[config.mk]
export PLATFORM = sky130hd
export DESIGN_NAME = prefix_compressed_entry_decoder_flat
export DESIGN_NICKNAME = d
export VERILOG_FILES = /design/src/rtl/core/pced_pkg.sv /design/src/rtl/core/pced_in_if.sv /design/src/rtl/core/pced_out_if.sv /design/src/rtl/core/pced_datapath.sv /design/src/rtl/core/pced_ctrl.sv /design/src/rtl/core/prefix_compressed_entry_decoder.sv /design/src/flat_wrapper.sv
export VERILOG_INCLUDE_DIRS = /design/src /design/src/rtl/core
export SDC_FILE = /design/constraint.sdc
export NUM_CORES = 1
export LEC_CHECK = 0
export ABC_CLOCK_PERIOD_IN_PS = 11200
export BUFFER_PORTS_ARGS = -buffer_cell sky130_fd_sc_hd__clkbuf_2
export CORE_ASPECT_RATIO = 1.4
export CORE_MARGIN = 3
export CORE_UTILIZATION = 35
export DETAILED_ROUTE_END_ITERATION = 8
export PLACE_DENSITY = 0.53
export SYNTH_ARGS = -nofsm -noshare
export SYNTH_HDL_FRONTEND = slang
export SYNTH_SLANG_ARGS = --single-unit
[constraint.sdc]
create_clock -name clk -period 11.2 [get_ports clk]
set_input_delay 1.12 -clock clk [delete_from_list [all_inputs] [get_ports clk]]
set_output_delay 1.12 -clock clk [all_outputs]
set_load 0.01 [all_outputs]
[src/rtl/core/assert_macros.svh]
// Assertion macros shared by the entry decoder RTL.
`ifndef ASSERT_MACROS_SVH
`define ASSERT_MACROS_SVH
`ifndef SYNTHESIS
`define PCED_ASSERT(lbl, clk, rst_n, prop) \
	lbl: assert property (@(posedge clk) disable iff (!rst_n) prop) \
		else $error("assertion failed");
`define PCED_ASSERT_NEVER(lbl, clk, rst_n, expr) \
	lbl: assert property (@(posedge clk) disable iff (!rst_n) !(expr)) \
		else $error("forbidden condition seen");
`else
`define PCED_ASSERT(lbl, clk, rst_n, prop)
`define PCED_ASSERT_NEVER(lbl, clk, rst_n, expr)
`endif
`endif

[src/rtl/core/pced_pkg.sv]
// Shared types and constants of the entry decoder.
`default_nettype none
package pced_pkg;

	localparam int unsigned MAX_KEY_DEF = 32;
	localparam int unsigned LEN_W       = 6;

	typedef struct packed {
		logic [1:0]       kind;
		logic [7:0]       byte_out;
		logic [4:0]       key_position;
		logic [LEN_W-1:0] shared_len;
		logic [LEN_W-1:0] unshared_len;
		logic [31:0]      value_len;
		logic [1:0]       error_code;
		logic             entry_end;
	} result_t;

	typedef struct packed {
		logic accept;
		logic rep_rd;
		logic rep_emit;
		logic trunc_emit;
	} cmd_t;

	typedef struct packed {
		logic slot_free;
		logic need_replay;
		logic trunc_after;
		logic rep_last;
	} status_t;

endpackage
`default_nettype wire

[src/rtl/core/pced_in_if.sv]
// Input byte channel of the entry decoder.
`default_nettype none
interface pced_in_if;
	logic       valid;
	logic       ready;
	logic [7:0] data_byte;
	logic       last_byte;

	modport source (output valid, output data_byte, output last_byte, input ready);
	modport sink (input valid, input data_byte, input last_byte, output ready);
endinterface
`default_nettype wire

[src/rtl/core/pced_out_if.sv]
// Result channel of the entry decoder.
`default_nettype none
interface pced_out_if;
	logic        valid;
	logic        ready;
	logic [1:0]  kind;
	logic [7:0]  byte_out;
	logic [4:0]  key_position;
	logic [5:0]  shared_len;
	logic [5:0]  unshared_len;
	logic [31:0] value_len;
	logic [1:0]  error_code;
	logic        entry_end;

	modport source (output valid, output kind, output byte_out, output key_position,
		output shared_len, output unshared_len, output value_len, output error_code,
		output entry_end, input ready);
	modport sink (input valid, input kind, input byte_out, input key_position,
		input shared_len, input unshared_len, input value_len, input error_code,
		input entry_end, output ready);
endinterface
`default_nettype wire

[src/rtl/core/pced_datapath.sv]
// Datapath: varint header decode, key memory, replay index and result register.
`default_nettype none
`include "assert_macros.svh"
module pced_datapath #(
	parameter int unsigned MaxKey = pced_pkg::MAX_KEY_DEF
) (
	input  logic                clk,
	input  logic                arst_n,
	input  logic [7:0]          data_byte,
	input  logic                last_byte,
	input  logic                out_ready,
	input  pced_pkg::cmd_t      cmd,
	output pced_pkg::status_t   status,
	output pced_pkg::result_t   res,
	output logic                res_valid
);
	import pced_pkg::*;

	localparam int unsigned AW = (MaxKey > 1) ? $clog2(MaxKey) : 1;

	localparam logic [1:0] PH_HEADER = 2'd0;
	localparam logic [1:0] PH_KEY    = 2'd1;
	localparam logic [1:0] PH_VALUE  = 2'd2;

	localparam logic [1:0] FLD_SHARED   = 2'd0;
	localparam logic [1:0] FLD_UNSHARED = 2'd1;
	localparam logic [1:0] FLD_VALUE    = 2'd2;

	localparam logic [1:0] KIND_HEADER = 2'd0;
	localparam logic [1:0] KIND_KEY    = 2'd1;
	localparam logic [1:0] KIND_VALUE  = 2'd2;
	localparam logic [1:0] KIND_ERROR  = 2'd3;

	localparam logic [1:0] ERR_TRUNC   = 2'd0;
	localparam logic [1:0] ERR_OVERRUN = 2'd1;
	localparam logic [1:0] ERR_SHARED  = 2'd2;
	localparam logic [1:0] ERR_KEYLEN  = 2'd3;

	localparam logic [2:0] VARINT_LAST = 3'd4;

	// decode state
	logic [LEN_W-1:0] prev_len_q, prev_len_n;
	logic [1:0]       fidx_q, fidx_n;
	logic [31:0]      acc_q, acc_n;
	logic [2:0]       vcnt_q, vcnt_n;
	logic [LEN_W-1:0] held_sh_q, held_sh_n;
	logic [LEN_W-1:0] held_un_q, held_un_n;
	logic [LEN_W-1:0] key_left_q, key_left_n;
	logic [31:0]      val_left_q, val_left_n;
	logic [1:0]       phase_q, phase_n;
	logic             err_lat_q, err_lat_n;

	// replay and result slot
	logic [LEN_W-1:0] rep_idx_q;
	logic [LEN_W-1:0] rep_len_q;
	logic             rep_empty_q;
	logic [7:0]       rd_q;
	logic [7:0]       key_mem [MaxKey];
	result_t          res_q;
	logic             valid_q;

	logic [31:0] contrib;
	logic [31:0] acc_v;
	logic [32:0] key_sum;
	result_t     prim;
	result_t     rep_res;
	result_t     trunc_res;
	logic        prim_valid;
	logic        err_hit;
	logic [1:0]  err_code;
	logic        mem_we;
	logic        replay;
	logic        trunc_after;
	logic        ld_prim;
	logic        ld_any;
	logic        slot_free;
	logic        rep_last;

	// place the 7 payload bits (only the low 4 in the fifth byte) at the slot of the current varint byte
	always_comb begin
		case (vcnt_q)
			3'd0: contrib = {25'd0, data_byte[6:0]};
			3'd1: contrib = {18'd0, data_byte[6:0], 7'd0};
			3'd2: contrib = {11'd0, data_byte[6:0], 14'd0};
			3'd3: contrib = {4'd0, data_byte[6:0], 21'd0};
			default: contrib = {data_byte[3:0], 28'd0};
		endcase
	end

	assign acc_v   = acc_q | contrib;
	assign key_sum = {27'd0, held_sh_q} + {1'b0, acc_v};

	always_comb begin
		prev_len_n = prev_len_q;
		fidx_n     = fidx_q;
		acc_n      = acc_q;
		vcnt_n     = vcnt_q;
		held_sh_n  = held_sh_q;
		held_un_n  = held_un_q;
		key_left_n = key_left_q;
		val_left_n = val_left_q;
		phase_n    = phase_q;
		err_lat_n  = err_lat_q;
		prim       = '0;
		prim_valid = 1'b0;
		err_hit    = 1'b0;
		err_code   = ERR_TRUNC;
		mem_we     = 1'b0;
		replay     = 1'b0;
		trunc_after = 1'b0;

		if (!err_lat_q) begin
			case (phase_q)
				PH_HEADER: begin
					if (data_byte[7]) begin
						if (vcnt_q == VARINT_LAST) begin
							err_hit  = 1'b1;
							err_code = ERR_OVERRUN;
						end else begin
							vcnt_n = vcnt_q + 3'd1;
							acc_n  = acc_v;
						end
					end else begin
						acc_n  = '0;
						vcnt_n = '0;
						case (fidx_q)
							FLD_SHARED: begin
								if (acc_v > {26'd0, prev_len_q}) begin
									err_hit  = 1'b1;
									err_code = ERR_SHARED;
								end else begin
									held_sh_n = acc_v[LEN_W-1:0];
									fidx_n    = FLD_UNSHARED;
								end
							end
							FLD_UNSHARED: begin
								if (key_sum > 33'(MaxKey)) begin
									err_hit  = 1'b1;
									err_code = ERR_KEYLEN;
								end else begin
									held_un_n = acc_v[LEN_W-1:0];
									fidx_n    = FLD_VALUE;
								end
							end
							default: begin
								fidx_n     = FLD_SHARED;
								prim_valid = 1'b1;
								prim.kind  = KIND_HEADER;
								prim.shared_len   = held_sh_q;
								prim.unshared_len = held_un_q;
								prim.value_len    = acc_v;
								prim.entry_end = (held_un_q == '0) && (acc_v == '0) &&
									(held_sh_q == '0);
								replay     = (held_sh_q != '0);
								prev_len_n = held_sh_q;
								key_left_n = held_un_q;
								val_left_n = acc_v;
								if (held_un_q != '0)
									phase_n = PH_KEY;
								else if (acc_v != '0)
									phase_n = PH_VALUE;
								else
									phase_n = PH_HEADER;
							end
						endcase
					end
				end
				PH_KEY: begin
					mem_we     = 1'b1;
					prev_len_n = prev_len_q + 1'b1;
					key_left_n = key_left_q - 1'b1;
					prim_valid = 1'b1;
					prim.kind  = KIND_KEY;
					prim.byte_out     = data_byte;
					prim.key_position = prev_len_q[4:0];
					prim.entry_end    = (key_left_n == '0) && (val_left_q == '0);
					if (key_left_n == '0)
						phase_n = (val_left_q != '0) ? PH_VALUE : PH_HEADER;
				end
				default: begin
					val_left_n     = val_left_q - 32'd1;
					prim_valid     = 1'b1;
					prim.kind      = KIND_VALUE;
					prim.byte_out  = data_byte;
					prim.entry_end = (val_left_n == '0);
					if (val_left_n == '0)
						phase_n = PH_HEADER;
				end
			endcase

			if (err_hit) begin
				prim            = '0;
				prim_valid      = 1'b1;
				prim.kind       = KIND_ERROR;
				prim.error_code = err_code;
				err_lat_n       = 1'b1;
			end else if (last_byte && (phase_n != PH_HEADER || fidx_n != FLD_SHARED ||
					vcnt_n != '0)) begin
				if (prim_valid) begin
					trunc_after = 1'b1;
				end else begin
					prim_valid      = 1'b1;
					prim.kind       = KIND_ERROR;
					prim.error_code = ERR_TRUNC;
				end
			end
		end

		// region end: drop all decode state
		if (last_byte) begin
			prev_len_n = '0;
			fidx_n     = FLD_SHARED;
			acc_n      = '0;
			vcnt_n     = '0;
			held_sh_n  = '0;
			held_un_n  = '0;
			key_left_n = '0;
			val_left_n = '0;
			phase_n    = PH_HEADER;
			err_lat_n  = 1'b0;
		end
	end

	always_ff @(posedge clk or negedge arst_n) begin
		if (!arst_n) begin
			prev_len_q <= '0;
			fidx_q     <= FLD_SHARED;
			acc_q      <= '0;
			vcnt_q     <= '0;
			held_sh_q  <= '0;
			held_un_q  <= '0;
			key_left_q <= '0;
			val_left_q <= '0;
			phase_q    <= PH_HEADER;
			err_lat_q  <= 1'b0;
		end else if (cmd.accept) begin
			prev_len_q <= prev_len_n;
			fidx_q     <= fidx_n;
			acc_q      <= acc_n;
			vcnt_q     <= vcnt_n;
			held_sh_q  <= held_sh_n;
			held_un_q  <= held_un_n;
			key_left_q <= key_left_n;
			val_left_q <= val_left_n;
			phase_q    <= phase_n;
			err_lat_q  <= err_lat_n;
		end
	end

	// key memory: one write port for new key bytes, one registered read port for replay
	always_ff @(posedge clk) begin
		if (cmd.accept && mem_we)
			key_mem[prev_len_q[AW-1:0]] <= data_byte;
	end

	always_ff @(posedge clk) begin
		if (cmd.rep_rd)
			rd_q <= key_mem[rep_idx_q[AW-1:0]];
	end

	always_ff @(posedge clk or negedge arst_n) begin
		if (!arst_n) begin
			rep_idx_q   <= '0;
			rep_len_q   <= '0;
			rep_empty_q <= 1'b0;
		end else if (cmd.accept) begin
			rep_idx_q   <= '0;
			rep_len_q   <= held_sh_q;
			rep_empty_q <= (held_un_q == '0) && (acc_v == '0);
		end else if (cmd.rep_emit) begin
			rep_idx_q <= rep_idx_q + 1'b1;
		end
	end

	assign rep_last = ((rep_idx_q + 1'b1) == rep_len_q);

	always_comb begin
		rep_res              = '0;
		rep_res.kind         = KIND_KEY;
		rep_res.byte_out     = rd_q;
		rep_res.key_position = rep_idx_q[4:0];
		rep_res.entry_end    = rep_empty_q && rep_last;
		trunc_res            = '0;
		trunc_res.kind       = KIND_ERROR;
		trunc_res.error_code = ERR_TRUNC;
	end

	assign slot_free = !valid_q || out_ready;
	assign ld_prim   = cmd.accept && prim_valid;
	assign ld_any    = ld_prim || cmd.rep_emit || cmd.trunc_emit;

	always_ff @(posedge clk or negedge arst_n) begin
		if (!arst_n)
			valid_q <= 1'b0;
		else if (ld_any)
			valid_q <= 1'b1;
		else if (out_ready)
			valid_q <= 1'b0;
	end

	always_ff @(posedge clk) begin
		if (ld_prim)
			res_q <= prim;
		else if (cmd.rep_emit)
			res_q <= rep_res;
		else if (cmd.trunc_emit)
			res_q <= trunc_res;
	end

	assign res       = res_q;
	assign res_valid = valid_q;

	assign status.slot_free   = slot_free;
	assign status.need_replay = replay;
	assign status.trunc_after = trunc_after;
	assign status.rep_last    = rep_last;

	`PCED_ASSERT(a_single_load, clk, arst_n, ($onehot0({ld_prim, cmd.rep_emit, cmd.trunc_emit})))
	`PCED_ASSERT_NEVER(a_load_busy_slot, clk, arst_n, (ld_any && !slot_free))
	`PCED_ASSERT(a_replay_in_range, clk, arst_n, (cmd.rep_rd |-> (rep_idx_q < rep_len_q)))

endmodule
`default_nettype wire

[src/rtl/core/pced_ctrl.sv]
// Controller: byte intake, prefix replay sequencing and truncation error issue.
`default_nettype none
`include "assert_macros.svh"
module pced_ctrl (
	input  logic              clk,
	input  logic              arst_n,
	input  logic              in_valid,
	output logic              in_ready,
	input  pced_pkg::status_t status,
	output pced_pkg::cmd_t    cmd
);
	import pced_pkg::*;

	localparam logic [1:0] ST_IDLE    = 2'd0;
	localparam logic [1:0] ST_REP_RD  = 2'd1;
	localparam logic [1:0] ST_REP_OUT = 2'd2;
	localparam logic [1:0] ST_TRUNC   = 2'd3;

	logic [1:0] state_q, state_n;
	logic       trunc_q, trunc_n;

	assign in_ready = (state_q == ST_IDLE) && status.slot_free;

	always_comb begin
		state_n = state_q;
		trunc_n = trunc_q;
		cmd     = '0;
		case (state_q)
			ST_IDLE: begin
				cmd.accept = in_valid && in_ready;
				if (cmd.accept) begin
					trunc_n = status.trunc_after;
					if (status.need_replay)
						state_n = ST_REP_RD;
					else if (status.trunc_after)
						state_n = ST_TRUNC;
				end
			end
			ST_REP_RD: begin
				cmd.rep_rd = 1'b1;
				state_n    = ST_REP_OUT;
			end
			ST_REP_OUT: begin
				if (status.slot_free) begin
					cmd.rep_emit = 1'b1;
					if (!status.rep_last)
						state_n = ST_REP_RD;
					else if (trunc_q)
						state_n = ST_TRUNC;
					else
						state_n = ST_IDLE;
				end
			end
			default: begin
				// truncation error closes the region
				if (status.slot_free) begin
					cmd.trunc_emit = 1'b1;
					trunc_n        = 1'b0;
					state_n        = ST_IDLE;
				end
			end
		endcase
	end

	always_ff @(posedge clk or negedge arst_n) begin
		if (!arst_n) begin
			state_q <= ST_IDLE;
			trunc_q <= 1'b0;
		end else begin
			state_q <= state_n;
			trunc_q <= trunc_n;
		end
	end

	`PCED_ASSERT(a_read_then_out, clk, arst_n, ((state_q == ST_REP_RD) |=> (state_q == ST_REP_OUT)))
	`PCED_ASSERT(a_trunc_pending, clk, arst_n, ((state_q == ST_TRUNC) |-> trunc_q))
	`PCED_ASSERT(a_replay_start, clk, arst_n, ((cmd.accept && status.need_replay) |=> (state_q == ST_REP_RD)))

endmodule
`default_nettype wire

[src/rtl/core/prefix_compressed_entry_decoder.sv]
// A header, key or value result sits in the output register in the cycle after its transfer.
// Throughput: one byte per cycle while the result side keeps up; a header with a shared
// prefix holds the input while each shared byte takes a registered key memory read and an emit step.
// A truncation error after other results is issued from its own controller state before the next byte.
// Reset: arst_n clears decode and control state at once; the key memory is not cleared.
`default_nettype none
module prefix_compressed_entry_decoder #(
	parameter int unsigned MaxKey = pced_pkg::MAX_KEY_DEF
) (
	input  logic        clk,
	input  logic        arst_n,
	pced_in_if.sink     entry_bytes,
	pced_out_if.source  results
);
	import pced_pkg::*;

	cmd_t    cmd;
	status_t status;
	result_t res;
	logic    res_valid;
	logic    in_ready;

	pced_ctrl u_ctrl (
		.clk      (clk),
		.arst_n   (arst_n),
		.in_valid (entry_bytes.valid),
		.in_ready (in_ready),
		.status   (status),
		.cmd      (cmd)
	);

	pced_datapath #(
		.MaxKey (MaxKey)
	) u_datapath (
		.clk       (clk),
		.arst_n    (arst_n),
		.data_byte (entry_bytes.data_byte),
		.last_byte (entry_bytes.last_byte),
		.out_ready (results.ready),
		.cmd       (cmd),
		.status    (status),
		.res       (res),
		.res_valid (res_valid)
	);

	assign entry_bytes.ready    = in_ready;
	assign results.valid        = res_valid;
	assign results.kind         = res.kind;
	assign results.byte_out     = res.byte_out;
	assign results.key_position = res.key_position;
	assign results.shared_len   = res.shared_len;
	assign results.unshared_len = res.unshared_len;
	assign results.value_len    = res.value_len;
	assign results.error_code   = res.error_code;
	assign results.entry_end    = res.entry_end;

endmodule
`default_nettype wire
[src/flat_wrapper.sv]
// flat-port wrapper written by rule: the top's interface ports become plain ports
module prefix_compressed_entry_decoder_flat import pced_pkg::*;
#(
	parameter int unsigned MaxKey = pced_pkg::MAX_KEY_DEF
)
  (clk, arst_n, entry_bytes_valid, entry_bytes_data_byte, entry_bytes_last_byte, entry_bytes_ready, results_valid, results_kind, results_byte_out, results_key_position, results_shared_len, results_unshared_len, results_value_len, results_error_code, results_entry_end, results_ready);
  pced_in_if entry_bytes_i ();
  pced_out_if results_i ();
  input  logic clk;
  input  logic arst_n;
  input wire logic [$bits(entry_bytes_i.valid)-1:0] entry_bytes_valid;
  input wire logic [$bits(entry_bytes_i.data_byte)-1:0] entry_bytes_data_byte;
  input wire logic [$bits(entry_bytes_i.last_byte)-1:0] entry_bytes_last_byte;
  output wire logic [$bits(entry_bytes_i.ready)-1:0] entry_bytes_ready;
  output wire logic [$bits(results_i.valid)-1:0] results_valid;
  output wire logic [$bits(results_i.kind)-1:0] results_kind;
  output wire logic [$bits(results_i.byte_out)-1:0] results_byte_out;
  output wire logic [$bits(results_i.key_position)-1:0] results_key_position;
  output wire logic [$bits(results_i.shared_len)-1:0] results_shared_len;
  output wire logic [$bits(results_i.unshared_len)-1:0] results_unshared_len;
  output wire logic [$bits(results_i.value_len)-1:0] results_value_len;
  output wire logic [$bits(results_i.error_code)-1:0] results_error_code;
  output wire logic [$bits(results_i.entry_end)-1:0] results_entry_end;
  input wire logic [$bits(results_i.ready)-1:0] results_ready;
  assign entry_bytes_i.valid = entry_bytes_valid;
  assign entry_bytes_i.data_byte = entry_bytes_data_byte;
  assign entry_bytes_i.last_byte = entry_bytes_last_byte;
  assign entry_bytes_ready = entry_bytes_i.ready;
  assign results_valid = results_i.valid;
  assign results_kind = results_i.kind;
  assign results_byte_out = results_i.byte_out;
  assign results_key_position = results_i.key_position;
  assign results_shared_len = results_i.shared_len;
  assign results_unshared_len = results_i.unshared_len;
  assign results_value_len = results_i.value_len;
  assign results_error_code = results_i.error_code;
  assign results_entry_end = results_i.entry_end;
  assign results_i.ready = results_ready;
  prefix_compressed_entry_decoder #(.MaxKey(MaxKey)) u_core (.clk(clk), .arst_n(arst_n), .entry_bytes(entry_bytes_i), .results(results_i));
endmodule
==> impl_metrics.tcl, run 1 <==
set metrics [dict create \
    outcome "finished, final reports clean" \
    postRouteAntennaNets 0 \
    routed_wl_um 63000 \
    yosysMostFrequentCell "edfxtp_1" \
    synth-seq-area-share_pct 60.4 \
    power.density_nw_per_um2 234 \
    place_congestion 0.913 \
    critPathKind "in2reg" \
    cp-end-kind "flip-flop" \
    slowest_stage "o31a_1" \
    grt_pass1_wl_um 95000 \
    rows 105 \
    fin_crit_sh_pct 59.2 \
    cts_resized 0 \
    syn_area_um2 20900 \
    worstHoldPathType "reg2reg" \
    crit_required_ns 11.42 \
    port-buffer-count 76 \
    fmax_ghz 0.151 \
    synthTopCellsByCount "326 x edfxtp_1, 169 x nand2_1, 159 x nor2_1" \
    cts_sinks 439 \
    die-area_um2 62700 \
    grt.total_usage_pct 20.1 \
    critical_path.top_delay_family "compound AO/OA/AOI/OAI gates" \
    cts.clk_slew.worst_paths_ns 0.06 \
    route.detailed.drc 0 \
    cts_max_level 2 \
    drive_gt1_share_pct 16.8 \
    ir_drop_mv 0.114 \
    syn_nets 1696 \
    critical_path_arrival_ns 6.84 \
    max-slew-margin-rel_pct 20.1 \
    rsz0062_at_grt "false" \
    cp_max_fo 62 \
    grt_max_degree 68 \
    maxCapViolCount 0 \
    cp_common_cell "a21oi_1" \
    overflow 0 \
    async_reset_ff_share_pct 25.7 \
    dr.first_iter.drc_count 1323 \
    synth-edff-count 326 \
    post-cts-setup-buffer-count 0 \
    io_pins 77 \
    maxSlewViolCount 0 \
    dp_hpwl_um 43300 \
    clock_latency_ns 0.59 \
    netlist_instances 1651 \
    dr.pass1.iters 8 \
    viasPerCell 5.73 \
    path_cells "clkbuf_2 > nor2b_1 > a21oi_1 > inv_1 > ha_1 > o21a_1 > a21oi_1 > or4_1 > mux2_1 > o31ai_1 > nor4b_2 > a21oi_2 > o31a_1 > nand2b_4" \
    dp_cells 2411 \
    power.leakage_nw 8.50 \
    avgSynthCellArea_um2 12.7 \
    finalPower_mw 5.55 \
    ys_warn_count 0 \
    hold_viol 0 \
    syn_to_final_growth_pct 13.6 \
    postCtsHoldBufs 0 \
    period_minus_slack_ns 6.63 \
    yosysTopAreaCellShare_pct 46.9 \
    antenna_found_initial 0 \
    grt_pass1_vias 14500 \
    cts-root-buf "clkbuf_16" \
    cp-start-kind "primary input" \
    ys_ff_latch 439 \
    fin_cells 2498 \
    worst_hold_slack_ns 0.487 \
    cts_made_buffers 47 \
    nNetsFinal 1756 \
    routedWlPerCell_um 25.2 \
    synth-main-ff-cell "edfxtp_1" \
    die_h_um 295 \
    finalSetupTns_ns 0 \
    start_util_pct 35.5 \
    setup_viol_count_final 0 \
    core_um2 58900 \
    vias 14300 \
    yosys.cell_types.count 78 \
    clockBufferDepth 3 \
    worst_slew_pin_slew_ns 1.20 \
    ys_top_cells_by_area "edfxtp_1 47%, dfrtp_1 14%, mux4_2 8.6%, nand2_1 3.0%, nor2_1 2.9%" \
    finClkSkew_ns 0.0193 \
    critPathMaxStageDelay_ns 0.91 \
    cts_tree "built" \
    synth_largest_area_cell "edfxtp_1" \
    antenna_cells 0 \
    path_buf_inv 2 \
    die-width_um 212 \
]
-- final timing paths --
check | endpoint | slack (ns) | cells after the start | start
setup / recovery | u_core.u_datapath.res[21]$_SDFFCE_PP0P_ | 4.57 | 14 | entry_bytes_data_byte[5]
hold / removal | u_core.u_datapath.acc_q[0]$_DFFE_PN0P_ | 0.49 | 2 | u_core.u_datapath.acc_q[0]$_DFFE_PN0P_
setup reg to reg | u_core.u_datapath.res[21]$_SDFFCE_PP0P_ | 4.81 | 15 | u_core.u_datapath.vcnt_q[0]$_DFFE_PN0P_
hold reg to reg | u_core.u_datapath.acc_q[0]$_DFFE_PN0P_ | 0.49 | 2 | u_core.u_datapath.acc_q[0]$_DFFE_PN0P_
max in group asynchronous | u_core.u_datapath.rep_idx_q[0]$_DFFE_PN0P_ | 9.20 | 2 | arst_n
min in group asynchronous | u_core.u_datapath.key_left_q[1]$_DFFE_PN0P_ | 0.57 | 1 | arst_n
-- registers in the layout, summed over array words and instances (netlist names), 3 cells and up --
name	count
u_core.u_datapath.val_left_q	32
u_core.u_datapath.rd_q	8
u_core.u_datapath.held_un_q	6
u_core.u_datapath.prev_len_q	6
u_core.u_datapath.res	62
u_core.u_datapath.held_sh_q	6
u_core.u_datapath.key_mem	256
u_core.u_datapath.vcnt_q	3
u_core.u_datapath.acc_q	32
u_core.u_datapath.key_left_q	6
u_core.u_datapath.rep_idx_q	6
u_core.u_datapath.rep_len_q	6
-- cells in the final DEF, fill, tap and decap left out, drive strengths merged, types with 12 or more instances in the layout --
master | Yosys | final
and3 | 23 | 23
nand2b | 17 | 17
nor2 | 159 | 159
a21oi | 83 | 83
mux2i | 27 | 27
nor2b | 15 | 15
nor3 | 52 | 52
clkbuf | 75 | 129
nand3b | 12 | 12
nand2 | 169 | 169
o31ai | 43 | 43
edfxtp | 326 | 326
mux4 | 80 | 80
nand4 | 20 | 20
inv | 40 | 44
a31oi | 12 | 12
clkinv | 0 | 15
xor2 | 17 | 17
o22ai | 14 | 14
dfrtp | 113 | 113
nand3 | 23 | 23
ha | 31 | 31
nor4 | 20 | 20
mux2 | 13 | 13
o21ai | 101 | 101
buf | 21 | 32
xnor2 | 17 | 17
-- per-stage QoR --
step / utilization, % / setup WS (ns) / cell area (µm²)
after floorplan: - / 4.97 / 20900
after global placement: 37.5 / 4.20 / 22100
after detailed placement: 37.5 / 3.97 / 22100
after CTS: 40.3 / 4.58 / 23700
after global routing: 40.3 / 4.29 / 23700
final: 40.3 / 4.57 / 23700
-- final cells by class --
| cell class | instances | area [µm²] |
|---|---|---|
| Timing Repair Buffer | 107 | 616 |
| Clock inverter | 33 | 454 |
| Tap cell | 749 | 937 |
| Clock buffer | 54 | 1200 |
| Sequential cell | 439 | 12600 |
| Multi-Input combinational cell | 1076 | 7750 |
| Inverter | 40 | 150 |
| Fill cell | 5508 | 35100 |
-- worst reg2reg max path: cells and delay by family (launching register included) --
family,cells,cell delay [ns]
AO/OA/AOI/OAI,6,2.11
adder cells (fa/ha/maj),2,0.87
multiplexers,1,0.23
buffers and inverters,2,0.35
flip-flops,1,0.39
AND/OR/NAND/NOR,4,1.99
-- cell families (layout without fill, tap and decap cells) --
kind of cell / Yosys count / count (layout) / synth area share [%]
DFF: 439 / 439 / 60.4
and+or+nand+nor: 562 / 562 / 13.2
buffers and inverters: 136 / 234 / 2.61
AOI/OAI and AO/OA: 328 / 328 / 9.82
muxes: 120 / 120 / 10.6
adders and majority gates: 32 / 32 / 1.95
xor gates and xnor gates: 34 / 34 / 1.43
-- report_power, final --
| group | switching [mW] | total [mW] | leakage (nW) | internal, mW |
|---|---|---|---|---|
| Sequential | 0.202 | 2.19 | 4.50 | 1.99 |
| Combinational | 1.02 | 1.68 | 3.20 | 0.658 |
| Clock | 0.674 | 1.68 | 0.799 | 1.01 |
| Total | 1.90 | 5.55 | 8.50 | 3.65 |
-- metal layers --
| layer | up-vias | track usage [%] | wire [µm] | share of wire (%) |
|---|---|---|---|---|
| li1 | 6425 | - | - | - |
| met3 | 133 | 2.36 | 2570 | 4.1 |
| met1 | 7307 | 25.0 | 25000 | 40 |
| met5 | - | 0 | 0 | 0 |
| met4 | 0 | 7.61 | 2560 | 4.1 |
| met2 | 452 | 35.8 | 32900 | 52 |
No activity file was read; power rests on OpenSTA's default activity.
==> run 2: changes to the inputs <==
Settings changed: ABC_AREA set to 1, ABC_CLOCK_PERIOD_IN_PS 11200 to 6900.
Clock period 11.2 ns to 6.9 ns, I/O delays scaled along.
==> run 2 against run 1 <==
Cell count is 24% higher. Non-clock buffer count is 4 lower. Total power is 93% higher. First-iteration DRC count shrank 7.9%. Largest power group is now combinational cells. Worst setup slack got worse by 3.2 ns. Sequential share of layout area down 0.99 points. Critical endpoint is now u_core.u_datapath.res[33]$_SDFFCE_PP0P_. Wire length increased by 6.9%.
==> impl_metrics.tcl, run 2 <==
set metrics [dict create \
    clockPowerShare_pct 25.7 \
    synth-main-ff-cell "edfxtp_1" \
    synthTopCellsByCount "362 x nor2_1, 326 x edfxtp_1, 304 x nand2_1" \
    rsz0062_at_grt "false" \
    io_pins 77 \
    core_um2 59900 \
    clock_latency_ns 0.60 \
    antenna_cells 0 \
    nNetsFinal 2294 \
    power.density_nw_per_um2 443 \
    syn_to_final_growth_pct 13.6 \
    worstSetupStartpoint "u_core.u_datapath.vcnt_q[0]$_DFFE_PN0P_" \
    fillers 5955 \
    dr.pass1.iters 6 \
    power_switching_share_pct 41.9 \
    drive_gt1_share_pct 12.5 \
    crit_required_ns 7.13 \
    grt.total_usage_pct 20.8 \
    async_reset_ff_share_pct 25.7 \
    critPathKind "reg2reg" \
    yosysMostFrequentCell "nor2_1" \
    worstHoldPathType "in2async" \
    hold_viol 0 \
    die_h_um 298 \
    fmax_ghz 0.180 \
    syn_area_um2 21300 \
    antenna_found_initial 0 \
    power.leakage_nw 9.17 \
    final_cell_area_um2 24200 \
    outcome "finished, final reports clean" \
    overflow 0 \
    dr.first_iter.drc_count 1219 \
    rr_startpoint "u_core.u_datapath.vcnt_q[0]$_DFFE_PN0P_" \
    routedWlPerCell_um 21.7 \
    yosysTopAreaCellShare_pct 46.0 \
    viasPerCell 5.33 \
    period_minus_slack_ns 5.56 \
    start_util_pct 35.5 \
    cts_resized 0 \
    cp-end-kind "flip-flop" \
    synth-seq-area-share_pct 59.3 \
    dp_hpwl_um 46800 \
    postRouteAntennaNets 0 \
    place_congestion 0.937 \
    ir_drop_mv 0.380 \
    grt_max_degree 71 \
    yosys.cell_types.count 50 \
    netlist_instances 2192 \
    rows 106 \
    synth_largest_area_cell "edfxtp_1" \
    avgSynthCellArea_um2 9.71 \
    cp-start-kind "flip-flop" \
    fin_crit_sh_pct 80.6 \
    netSwitchingPower_mw 4.49 \
    max-slew-margin-rel_pct 20.9 \
    final_common_cell "nor2_1" \
    synth-edff-count 326 \
    finalSetupTns_ns 0 \
    vias 16500 \
    worst_slew_pin_slew_ns 1.18 \
    die-width_um 214 \
    maxCapViolCount 0 \
    p_int_mw 6.23 \
    cts_made_buffers 47 \
    cts_max_level 2 \
    cts_sinks 439 \
    seq_area_um2 12600 \
    cp_max_fo 44 \
    ys_warn_count 0 \
    critical_path_arrival_ns 5.80 \
    largest_reg_flops 256 \
    placement.cell_area_um2 22500 \
    grt_pass1_wl_um 102000 \
    port-buffer-count 76 \
    grt_pass1_vias 16400 \
    routed_wl_um 67400 \
    ys_top_cells_by_area "edfxtp_1 46%, dfrtp_1 13%, nor2_1 6.4%, o21ai_0 5.8%, nand2_1 5.4%" \
    multiInputGateArea_um2 7530 \
    combPwrFrac_pct 39.7 \
    cts_tree "built" \
    cts.clk_slew.worst_paths_ns 0.06 \
    final_cell_mix "359 x nor2_1, 326 x edfxtp_1, 304 x nand2_1" \
    die-area_um2 63900 \
    finClkSkew_ns 0.0303 \
    seq_power_share_pct 34.7 \
    route.detailed.drc 0 \
    postCtsHoldBufs 0 \
    syn_nets 2237 \
    setup_viol_count_final 0 \
    maxSlewViolCount 0 \
    post-cts-setup-buffer-count 0 \
    clockBufferDepth 3 \
    ys_ff_latch 439 \
    cts-root-buf "clkbuf_16" \
]
==> run 2: cell types whose count changed in the layout (fill, tap and decap cells not counted), sizes merged, moves of 27 or more <==
cell,change
inv,+150
nand3,+129
nor3,-34
o21ai,+159
nand2,+157
mux4,-80
nor2,+256
a21oi,-49
o31ai,-37
o221ai,+34
mux2i,-27
o22ai,+40
==> run 2: final cells by class <==
type | count | share of cell area, %
sequential | 439 | 52.2
clock inverter | 33 | 1.81
tap | 810 | 4.19
timing repair buffer | 103 | 2.42
clock buffer | 55 | 5.16
multi-input combinational | 1461 | 31.1
inverter | 197 | 3.07
==> run 2: metal layers <==
metal  up-vias  part of all wire (%)  GRT usage [%]
met3       151                   4.5           2.43
met5         -                     0              0
met4         0                   4.2           8.37
met2       558                    52           37.8
li1       7709                     -              -
met1      8089                    39           24.9
==> run 2: worst paths after layout <==
kind / to / slack [ns] / cells after the start
worst min-delay path: u_core.u_datapath.val_left_q[20]$_DFFE_PN0P_ / 0.14 / 1
worst max register to register: u_core.u_datapath.res[33]$_SDFFCE_PP0P_ / 1.34 / 27
min in group clk: u_core.u_datapath.rep_empty_q$_DFFE_PN0P_ / 0.50 / 2
max in group asynchronous: u_core.u_datapath.rep_idx_q[0]$_DFFE_PN0P_ / 5.33 / 2
worst min register to register: u_core.u_datapath.rep_empty_q$_DFFE_PN0P_ / 0.50 / 2
worst max-delay path: u_core.u_datapath.res[33]$_SDFFCE_PP0P_ / 1.34 / 27
==> run 2: worst max-delay path, cell delays in order (launching register included) <==
cell and delay (ns):
dfrtp_1 0.42, inv_1 0.14, ha_1 0.23, nand2_1 0.16, o21ai_0 0.42, ha_1 0.26
inv_1 0.06, fa_1 0.42, inv_1 0.10, nand4_1 0.12, nand2_1 0.28, nand2_1 0.17
nor2_4 0.21, nand2_1 0.07, a21oi_1 0.13, nand2_1 0.06, nor2_1 0.10, nand2_1 0.06
nor2_1 0.15, nand4_1 0.18, nand2_1 0.13, nor2_1 0.06, nand2_2 0.08, nand2_1 0.06
nand2_2 0.09, nand2_4 0.17, o211ai_1 0.21, buf_4 0.57
==> run 2: stage by stage <==
stage | hold slack [ns] | total power, mW | instances | util (%) | worst slack [ns]
5_1_grt | 0.205 | 11.4 | 3098 | 40.3 | 0.752
3_3_place_gp | 0.470 | 8.01 | 3010 | 37.5 | 1.32
4_1_cts | 0.173 | 10.8 | 3098 | 40.3 | 1.31
3_5_place_dp | 0.486 | 8.02 | 3010 | 37.5 | 1.30
6_report | 0.143 | 10.7 | 3098 | 40.3 | 1.34
2_1_floorplan | 0.394 | 6.46 | 2192 | - | 0.966
==> run 2: kinds of logic after synthesis <==
| group | Yosys count | synth area share, % |
|---|---|---|
| xor gates and xnor gates | 42 | 1.73 |
| buffers and inverters | 292 | 5.43 |
| AOI/OAI and AO/OA | 432 | 12.0 |
| adders and majority gates | 32 | 1.92 |
| DFF | 439 | 59.3 |
| and+or+nand+nor | 955 | 19.7 |
==> run 2: power groups by stage <==
| stage | logic [mW] | registers [mW] | clock network (mW) |
|---|---|---|---|
| after floorplan | 2.78 | 3.68 | 0 |
| after global placement | 4.24 | 3.77 | 0 |
| after detailed placement | 4.26 | 3.76 | 0 |
| after CTS | 4.28 | 3.72 | 2.81 |
| after global routing | 4.73 | 3.76 | 2.91 |
| final | 4.25 | 3.72 | 2.75 |
==> run 3: changes to the inputs <==
Settings changed: ABC_CLOCK_PERIOD_IN_PS 6900 to 4700, PLACE_DENSITY 0.53 to 0.55.
Clock period 6.9 ns to 4.7 ns, I/O delays scaled along.
==> run 3 against run 2 <==
Utilization increased by 0.72 points. Fmax is 25% higher. Clock-buffer cell count fell by 5. First-iteration DRC count rose by 18%. Critical endpoint is now u_core.u_datapath.res[34]$_SDFFCE_PP0P_.
==> impl_metrics.tcl, run 3 (same netlist as run 2, synthesis figures left out) <==
set metrics [dict create \
    outcome "finished, final reports clean" \
    routed.top_layer "met5" \
    cp_common_cell "nand2_2" \
    finalPower_mw 15.9 \
    cts_made_buffers 47 \
    maxCapViolCount 0 \
    multiInputGateArea_um2 7590 \
    cts_sinks 439 \
    ir_drop_mv 0.517 \
    viasPerCell 5.31 \
    cts_max_level 2 \
    nNetsFinal 2347 \
    antenna_found_initial 1 \
    clockBufferDepth 3 \
    fillers 6007 \
    cts.clk_slew.worst_paths_ns 0.06 \
    worstHoldPathType "in2reg" \
    grt_max_degree 134 \
    setup_viol_count_final 0 \
    port-buffer-count 76 \
    critPathKind "reg2reg" \
    worst_slew_pin_slew_ns 1.13 \
    finClkSkew_ns 0.0204 \
    core_um2 59900 \
    start_util_pct 35.5 \
    fin_crit_sh_pct 95.1 \
    final_cell_mix "359 x nor2_1, 326 x edfxtp_1, 301 x nand2_1" \
    rsz0062_at_grt "true" \
    die-area_um2 63900 \
    clock_latency_ns 0.60 \
    cp-start-kind "flip-flop" \
    routedWlPerCell_um 21.8 \
    fmax_ghz 0.224 \
    seq_area_um2 12600 \
    dr.pass1.iters 5 \
    met3WireLength_um 3300 \
    die_h_um 298 \
    vias 16700 \
    cp_max_fo 22 \
    dp_hpwl_um 46900 \
    cts_tree "built" \
    grt_pass1_wl_um 102000 \
    fin_ws_ns 0.232 \
    wl_met2_um 34700 \
    cp-end-kind "flip-flop" \
    route.detailed.drc 0 \
    postRouteAntennaNets 0 \
    maxSlewViolCount 0 \
    antenna_cells 0 \
    critical_path_arrival_ns 4.76 \
    crit_required_ns 5.00 \
    slowest_stage "dfrtp_1" \
    power.density_nw_per_um2 645 \
    power.leakage_nw 9.42 \
    place_congestion 0.947 \
    dp_slack_ns 0.246 \
    cts-root-buf "clkbuf_16" \
    routed_wl_um 68800 \
    final_common_cell "nor2_1" \
    critPathMaxStageDelay_ns 0.43 \
    grt.total_usage_pct 20.8 \
    die-width_um 214 \
    hold_viol 0 \
    syn_to_final_growth_pct 15.6 \
    io_pins 77 \
    rows 106 \
    grt_pass1_vias 16700 \
    largest_reg_flops 256 \
    dr.first_iter.drc_count 1442 \
    met1_length_um 26600 \
    max-slew-margin-rel_pct 24.7 \
    drive_gt1_share_pct 15.1 \
    period_minus_slack_ns 4.47 \
    overflow 0 \
]
[run 3: cell count changes in the layout (fill, tap and decap cells not counted), sizes merged]
cell,before,now
clkinv,26,30
clkbuf,130,127
clkinvlp,1,2
inv,194,197
nand2,326,327
dlygate4sd3,0,1
bufinv,9,6
buf,28,77
[run 3: timing repair]
action	in CTS	in global routing
hold buffers	1	0
resized for setup	0	10
hold endpoints to repair	9	0
setup endpoints to repair	0	108
setup buffers	0	1
[run 3: worst max-delay path, delay by kind of cell (launching register included)]
| kind | cells | cell delay [ns] |
|---|---|---|
| adder cells (fa/ha/maj) | 3 | 0.75 |
| AND/OR/NAND/NOR | 15 | 1.84 |
| AO/OA/AOI/OAI | 3 | 0.41 |
| buffers and inverters | 5 | 0.70 |
| flip-flops | 1 | 0.43 |
[run 3: layer usage]
layer  up-vias  global-route usage, %
met5         -                      0
met4         2                   11.1
met3       181                   2.85
met2       555                   36.8
met1      8184                   24.5
li1       7806                      -
[run 3: final timing paths]
| path | from | to | slack [ns] | cells past startpoint |
|---|---|---|---|---|
| max in group asynchronous | arst_n | u_core.u_datapath.rep_idx_q[0]$_DFFE_PN0P_ | 3.43 | 3 |
| hold / removal | entry_bytes_data_byte[1] | u_core.u_datapath.key_mem[5][1]$_DFFE_PP_ | 0.23 | 1 |
| setup reg to reg | u_core.u_datapath.vcnt_q[0]$_DFFE_PN0P_ | u_core.u_datapath.res[34]$_SDFFCE_PP0P_ | 0.23 | 26 |
| hold reg to reg | u_core.u_datapath.rep_len_q[4]$_DFFE_PN0P_ | u_core.u_datapath.rep_len_q[4]$_DFFE_PN0P_ | 0.52 | 2 |
| min in group asynchronous | arst_n | u_core.u_datapath.val_left_q[19]$_DFFE_PN0P_ | 0.24 | 2 |
| setup / recovery | u_core.u_datapath.vcnt_q[0]$_DFFE_PN0P_ | u_core.u_datapath.res[34]$_SDFFCE_PP0P_ | 0.23 | 26 |
[run 3: report_power, final]
group	total (mW)	switching (mW)	leakage (nW)	internal (mW)
registers	5.41	0.502	4.51	4.91
clock network	3.89	1.67	0.794	2.21
logic	6.58	4.58	4.12	2.00
[run 3: stage by stage]
step           cell area, µm²  utilization, %  hold slack, ns  TNS, ns  std cells
2_1_floorplan           21300               -           0.174   -48.05       2192
3_3_place_gp            22900            38.3           0.316        0       3058
3_5_place_dp            22900            38.3           0.317        0       3058
4_1_cts                 24500            40.9           0.180        0       3147
5_1_grt                 24600            41.1           0.216   -0.666       3151
6_report                24600            41.1           0.235        0       3151
[run 3: layout make-up]
class,instances,area share (%)
Sequential cell,439,51.3
Multi-Input combinational cell,1462,30.9
Clock buffer,50,4.87
Timing Repair Buffer,155,4.22
Tap cell,810,4.12
Inverter,197,3.02
Clock inverter,38,1.63
